**src/sv/tcw_addr_unit.sv**
```systemverilog
// Cell address unit: turns a row and column into a linear cell address.
// Depends on tcw_pkg only through the parameter defaults of its user.
module tcw_addr_unit #(
    parameter int unsigned COLUMNS = 80,
    parameter int unsigned ROWS    = 25
) (
    input  logic [$clog2(ROWS)-1:0]           i_row,
    input  logic [$clog2(COLUMNS)-1:0]        i_col,
    output logic [$clog2(COLUMNS*ROWS)-1:0]   o_addr
);
    localparam int unsigned AW = $clog2(COLUMNS * ROWS);

    // Multiply by a constant row pitch, then add the column offset.
    assign o_addr = AW'(AW'(i_row) * AW'(COLUMNS) + AW'(i_col));

endmodule

```
**config.mk**
```make
export PLATFORM = sky130hd
export DESIGN_NAME = tcw_addr_unit
export DESIGN_NICKNAME = d
export VERILOG_FILES = /design/src/sv/tcw_addr_unit.sv
export SDC_FILE = /design/constraint.sdc
export NUM_CORES = 1
export LEC_CHECK = 0
export BUFFER_PORTS_ARGS = -buffer_cell sky130_fd_sc_hd__buf_2
export CAP_MARGIN = 20
export CORE_AREA = 2 2 39 41
export DETAILED_ROUTE_END_ITERATION = 10
export DIE_AREA = 0 0 41 43
export SYNTH_ARGS = -nofsm -noshare
export SYNTH_HDL_FRONTEND = slang
export SYNTH_SLANG_ARGS = --single-unit
```
**constraint.sdc**
```tcl
create_clock -name vclk -period 2.67
set_input_delay 0.1335 -clock vclk [all_inputs]
set_output_delay 0.1335 -clock vclk [all_outputs]
set_load 0.01 [all_outputs]
```
==> results by group, run 1 <==
Clock tree
  – Post-cts sizing count: 0
  – Postcts setup bufs: 0
  – Hold Buf Count CTS: 0

Logic synthesis
  – Post-synth top cells: 9 x ha_1, 4 x buf_4, 4 x xnor2_1
  – Cell Area, Synth: 294.0 um^2
  – Main combinational cell family by area after synthesis: adder cells
  – Compound-gate portion of the synthesized area: 11.06%
  – Warnings, synthesis: 0
  – Mux cell area share after synthesis: 0%
  – Sequential cell area fraction in the yosys report: 0%
  – Post-synthesis simple-gate area fraction: 5.957%
  – Adder-Cell Fraction of Synth Area: 51.91%
  – Library cells used by synthesis: 10
  – Cells after Synth: 31
  – Synth top area share: 38.30%
  – Cell taking the most area after synthesis: ha_1
  – Top post-synthesis cells by area: ha_1 38%, fa_1 14%, xnor2_1 12%
  – XOR/XNOR Fraction of Synth Area: 20.85%
  – Most common cell in the netlist: ha_1
  – Syn_area_per_cell: 9.485 um^2
  – Syn nets: 54

Global route
  – Antenna violations before repair: 0
  – Vias in the first global route: 206
  – Global route overflow: 0
  – First-pass GRT wire length: 738 um
  – Overall routing resource usage: 5.506%
  – Largest net degree at the start of global routing: 5

STA
  – RSZ-0062 raised after global routing: false
  – Fmax: 476.3 MHz
  – Slew Limit Headroom: 85.56%
  – Fin crit share: 78.63%
  – Endpoints failing setup: 0
  – Final hold viol count: 0
  – Setup TNS: 0 ps
  – Least-Margin Pin Slew: 216.7 ps
  – Fin. max-slew vios: 0
  – Worst Setup Slack, final: 570.6 ps
  – Final Critical Period: 2099 ps

Final layout
  – Layout area overhead: 22.13%
  – Nets: 67
  – Number of clock buffers in the layout: 0
  – ANT cells: 0
  – Fin area: 359.1 um^2
  – Fillers: 155
  – Number of flip-flops and latches: 0
  – Layout cells sized above 1: 35.71%
  – Footprint of the multi-input gates: 264.0 um^2
  – Register Area: 0 um^2

Outcome
  – Status: completed

Worst hold path
  – Hold Crit Class: primary input to primary output

Routing
  – Vias: 238
  – Pre-antenna DRT Iters: 2
  – ANT nets after route: 0
  – Drt via density: 4.103
  – Post-DR wirelength/cell: 8.379 um
  – DRC: 0
  – Final wirelength: 486 um
  – Drt initial violations: 1

Power
  – Seq pwr share: 0%
  – Combinational cell fraction of total power: 100.0%
  – Power Density: 298.3 mW/mm^2
  – Lkg Pwr: 0.2077 nW
  – Maximum VDD drop: 118.7 uV
  – Clock Power Share: 0%
  – Sw Pwr: 0.05529 mW
  – Internal Dissipation: 0.05182 mW
  – Sw frac: 51.62%

Critical path
  – Critical path launch point: i_row[1]
  – CP arrival: 1970 ps
  – Element type at the critical path start: primary input
  – Crit. End Element: primary output
  – WP data required: 2540 ps
  – Crit path capture: o_addr[10]
  – WS Path Type: primary input to primary output
  – CP Max Fanout: 3

Flow run
  – Max Cap Viol: 0

Placement
  – Place WS: 559.2 ps
  – Cell Area, Placed: 359.1 um^2
  – Final Wtd Congestion: 0.7078
  – DPL Wire Length: 467.6 um
  – IO Port Bufs: 15

Floorplan
  – Die Y: 43 um
  – Cell Rows: 14
  – Die area: 0.001763 mm^2
  – Die Wd: 41 um
  – Core ar.: 0.001384 mm^2
  – Num ports: 23
  – Initial Util: 21.25%
-- per-layer routing --
metal,global-route usage [%],vias up,routed length [um]
met5,0,-,0
li1,-,128,-
met4,0,0,0
met3,0,0,36
met2,9.688,8,235
met1,7.643,102,214
-- power groups by stage --
stage / registers [mW] / clock network (mW) / logic (mW)
2_1_floorplan: 0 / 0 / 0.0783
3_3_place_gp: 0 / 0 / 0.108
3_5_place_dp: 0 / 0 / 0.108
4_1_cts: 0 / 0 / 0.109
5_1_grt: 0 / 0 / 0.122
6_report: 0 / 0 / 0.107
-- layout make-up --
| type | instances | share of cell area, % |
|---|---|---|
| timing repair buffer | 15 | 20.91 |
| tap | 16 | 5.575 |
| multi-input combinational | 27 | 73.52 |
-- worst max-delay path, cell delays in order --
cell	delay, ps
buf_2	120
ha_1	290
ha_1	220
fa_1	380
xor2_1	210
nand4_1	140
xnor2_1	200
xnor2_1	130
buf_2	140
-- worst min path at each step --
stage                             to  slack, ps  cells past startpoint  startpoint
after global placement     o_addr[0]        270                      0    i_col[0]
after detailed placement   o_addr[0]        270                      0    i_col[0]
after global routing       o_addr[2]        270                      0    i_col[2]
final                      o_addr[2]        270                      0    i_col[2]
after floorplan           o_addr[10]        350                      1    i_row[4]
after CTS                  o_addr[0]        270                      0    i_col[0]
-- layout by cell type, fill, tap and decap left out --
cell type / count
buf_2: 15
a21oi_1: 2
ha_1: 9
xnor2_1: 4
fa_1: 2
a21o_1: 3
nand4_1: 1
nand2_1: 2
xor2_1: 3
nor2_1: 1
-- cells by family (layout without fill, tap and decap cells) --
| group | Yosys count | after routing |
|---|---|---|
| fa+ha+maj | 11 | 11 |
| xor+xnor | 7 | 7 |
| compound gates | 5 | 5 |
| simple gates | 4 | 4 |
| buf+inv | 4 | 15 |
-- metrics by stage --
step | instances | hold WS, ps | total power [mW] | utilization (%)
2_1_floorplan | 31 | 354.7 | 0.07829 | -
3_3_place_gp | 58 | 267.1 | 0.1078 | 25.95
3_5_place_dp | 58 | 267.1 | 0.1084 | 25.95
4_1_cts | 58 | 267.1 | 0.1094 | 25.95
5_1_grt | 58 | 267.0 | 0.1216 | 25.95
6_report | 58 | 267.0 | 0.1071 | 25.95
Power figures use the tool's default switching activity.
==> inputs of run 2 (changes only) <==
- ABC_AREA: unset -> 1
- clock period: 2.67 -> 1.9 ns (I/O delays scaled with it)
==> run 2 against run 1 <==
  * Count of clock-buffer cells in the layout unchanged
  * Power increased by 91%
  * Die area unchanged
  * Flip-flop and latch count unchanged
  * Global-route usage increased by 3.7 points
  * Area after synthesis increased by 26%
  * Highest routed layer unchanged
==> results by group, run 2 <==
Outcome
  – Status: completed

Routing
  – Vias: 390 (+64%)
  – ANT nets after route: 0 (unchanged)
  – Drt via density: 4.483 (+9.2%)
  – Pre-antenna DRT Iters: 4 (+2)
  – Drt initial violations: 2 (+1)
  – DRC: 0 (unchanged)
  – Post-DR wirelength/cell: 9.161 um (+9.3%)
  – Final wirelength: 797 um (+64%)

Flow run
  – Max Cap Viol: 0 (unchanged)

STA
  – Endpoints failing setup: 0 (unchanged)
  – Final Critical Period: 1833 ps
  – Fin crit share: 96.48%
  – Final hold viol count: 0 (unchanged)
  – Least-Margin Pin Slew: 184.6 ps (-32.04 ps)
  – Setup TNS: 0 ps (unchanged)
  – Worst Setup Slack, final: 66.91 ps (-503.7 ps)
  – Fmax: 545.5 MHz
  – Slew Limit Headroom: 87.69% (+2.1 points)
  – Fin. max-slew vios: 0 (unchanged)

Power
  – Maximum VDD drop: 158.3 uV (+33%)
  – Lkg Pwr: 0.2845 nW (+37%)
  – Clock Power Share: 0% (unchanged)
  – Power Density: 403.5 mW/mm^2 (+35%)
  – Sw frac: 51.06% (-0.56 points)
  – Internal Dissipation: 0.1001 mW (+93%)
  – Final total power: 0.2045 mW (+91%)
  – Sw Pwr: 0.1044 mW (+89%)
  – Combinational cell fraction of total power: 100.0% (about the same)
  – Seq pwr share: 0% (unchanged)

Critical path
  – WP data required: 1800 ps (-740 ps)
  – WS Path Type: primary input to primary output
  – CP arrival: 1740 ps (-230 ps)
  – Element type at the critical path start: primary input
  – Crit. End Element: primary output
  – CP Max Fanout: 3 (unchanged)

Floorplan
  – Die Wd: 41 um (unchanged)
  – Die area: 0.001763 mm^2 (unchanged)
  – Core ar.: 0.001384 mm^2 (unchanged)
  – Cell Rows: 14 (unchanged)
  – Num ports: 23 (unchanged)
  – Die Y: 43 um (unchanged)
  – Initial Util: 26.67% (+5.4 points)

Final layout
  – Register Area: 0 um^2 (unchanged)
  – Layout cells sized above 1: 36.62% (+0.91 points)
  – Commonest non-fill, non-tap cell in the layout: nand2_1
  – Number of flip-flops and latches: 0 (unchanged)
  – ANT cells: 0 (unchanged)
  – Util after Layout: 36.62% (+11 points)
  – Layout area overhead: 37.29%
  – Nets: 96 (+43%)
  – Number of clock buffers in the layout: 0 (unchanged)
  – Commonest non-fill, non-tap cells in the layout: 17 x nand2_1, 14 x buf_2, 8 x nand3_1, 7 x ha_1

Worst hold path
  – Hold path cells: 0 (unchanged)
  – Hold Crit Class: primary input to primary output

Logic synthesis
  – Syn nets: 78 (+44%)
  – Warnings, synthesis: 0 (unchanged)
  – Adder-Cell Fraction of Synth Area: 41.36% (-11 points)
  – Most common cell in the netlist: nand2_1
  – Top post-synthesis cells by area: ha_1 31%, nand2_1 17%, nand3_1 12%
  – Main combinational cell family by area after synthesis: adder cells
  – Sequential cell area fraction in the yosys report: 0% (unchanged)
  – Mux cell area share after synthesis: 0% (unchanged)
  – Cell taking the most area after synthesis: ha_1
  – Cells after Synth: 55 (+77%)
  – Post-synthesis simple-gate area fraction: 34.92% (+29 points)
  – Syn_area_per_cell: 6.711 um^2 (-29%)
  – XOR/XNOR Fraction of Synth Area: 7.119% (-14 points)
  – Post-synth top cells: 17 x nand2_1, 9 x ha_1, 9 x nand3_1
  – Library cells used by synthesis: 12 (+2)
  – Synth top area share: 30.51% (-7.8 points)
  – Compound-gate portion of the synthesized area: 1.356% (-9.7 points)
  – Cell Area, Synth: 369.1 um^2 (+26%)

Global route
  – Global route overflow: 0 (unchanged)
  – Overall routing resource usage: 9.237% (+3.7 points)
  – Antenna violations before repair: 0 (unchanged)
  – Largest net degree at the start of global routing: 7 (+2)
  – First-pass GRT wire length: 1235 um (+67%)
  – Vias in the first global route: 337 (+64%)

Placement
  – Final Wtd Congestion: 0.7321 (+3.4%)
  – IO Port Bufs: 15 (unchanged)
  – Place WS: 13.73 ps (-545.5 ps)
  – DPL Wire Length: 674.4 um (+44%)

Clock tree
  – Hold Buf Count CTS: 0 (unchanged)
## run 2: cell count changes after synthesis
cell | previous run | this run
a21o_1 | 3 | 0
xnor2_1 | 4 | 1
inv_1 | 0 | 7
xor2_1 | 3 | 2
nand2_1 | 2 | 17
a21oi_1 | 2 | 1
nand3_1 | 0 | 9
nand3_2 | 0 | 1
## run 2: layout make-up
class	count	area, um^2
tap	16	20.02
multi-input combinational	44	345.3
fill	160	877.1
inverter	7	26.28
timing repair buffer	20	115.1
## run 2: per-stage QoR
step                      hold WS [ps]  instance area [um^2]  instances
after floorplan                  281.8                 369.1         55
after global placement           190.1                 456.7         85
after detailed placement         190.1                 456.7         85
after CTS                        190.1                 456.7         85
after global routing             190.0                 506.7         87
final                            190.0                 506.7         87
## run 2: layer usage
layer / routed length, um / global-route usage [%]
met5: 0 / 0
met3: 48 / 1.047
met2: 415 / 15.63
met1: 333 / 12.86
met4: 0 / 0
## run 2: path summary, 6_finish.rpt
kind | from | to | slack [ps]
worst max-delay path | i_row[3] | o_addr[9] | 70
worst min-delay path | i_col[1] | o_addr[1] | 190
## run 2: power groups by stage
stage	clock [mW]	combinational (mW)	sequential (mW)
after detailed placement	0	0.179	0
after global placement	0	0.179	0
final	0	0.204	0
after floorplan	0	0.121	0
after CTS	0	0.181	0
after global routing	0	0.228	0
## run 2: critical path, cell delays in order
cell and delay, ps:
buf_4 120, ha_4 240, ha_4 160, fa_1 520
nand2_1 70, inv_2 70, buf_4 100, buf_4 90
nand2_1 40, nand2_1 60, nand2_1 40, buf_2 130
## run 2: timing repair
item	4_1_cts	5_1_grt
endpoints found under the setup margin	0	2
resized for setup	0	7
buffers inserted	0	2
## run 2: cells by family after synthesis
logic type               count (synthesis)
buffers and inverters                   11
XOR/XNOR                                 3
AO/OA/AOI/OAI                            1
adder cells (fa/ha/maj)                 11
AND/OR/NAND/NOR                         29
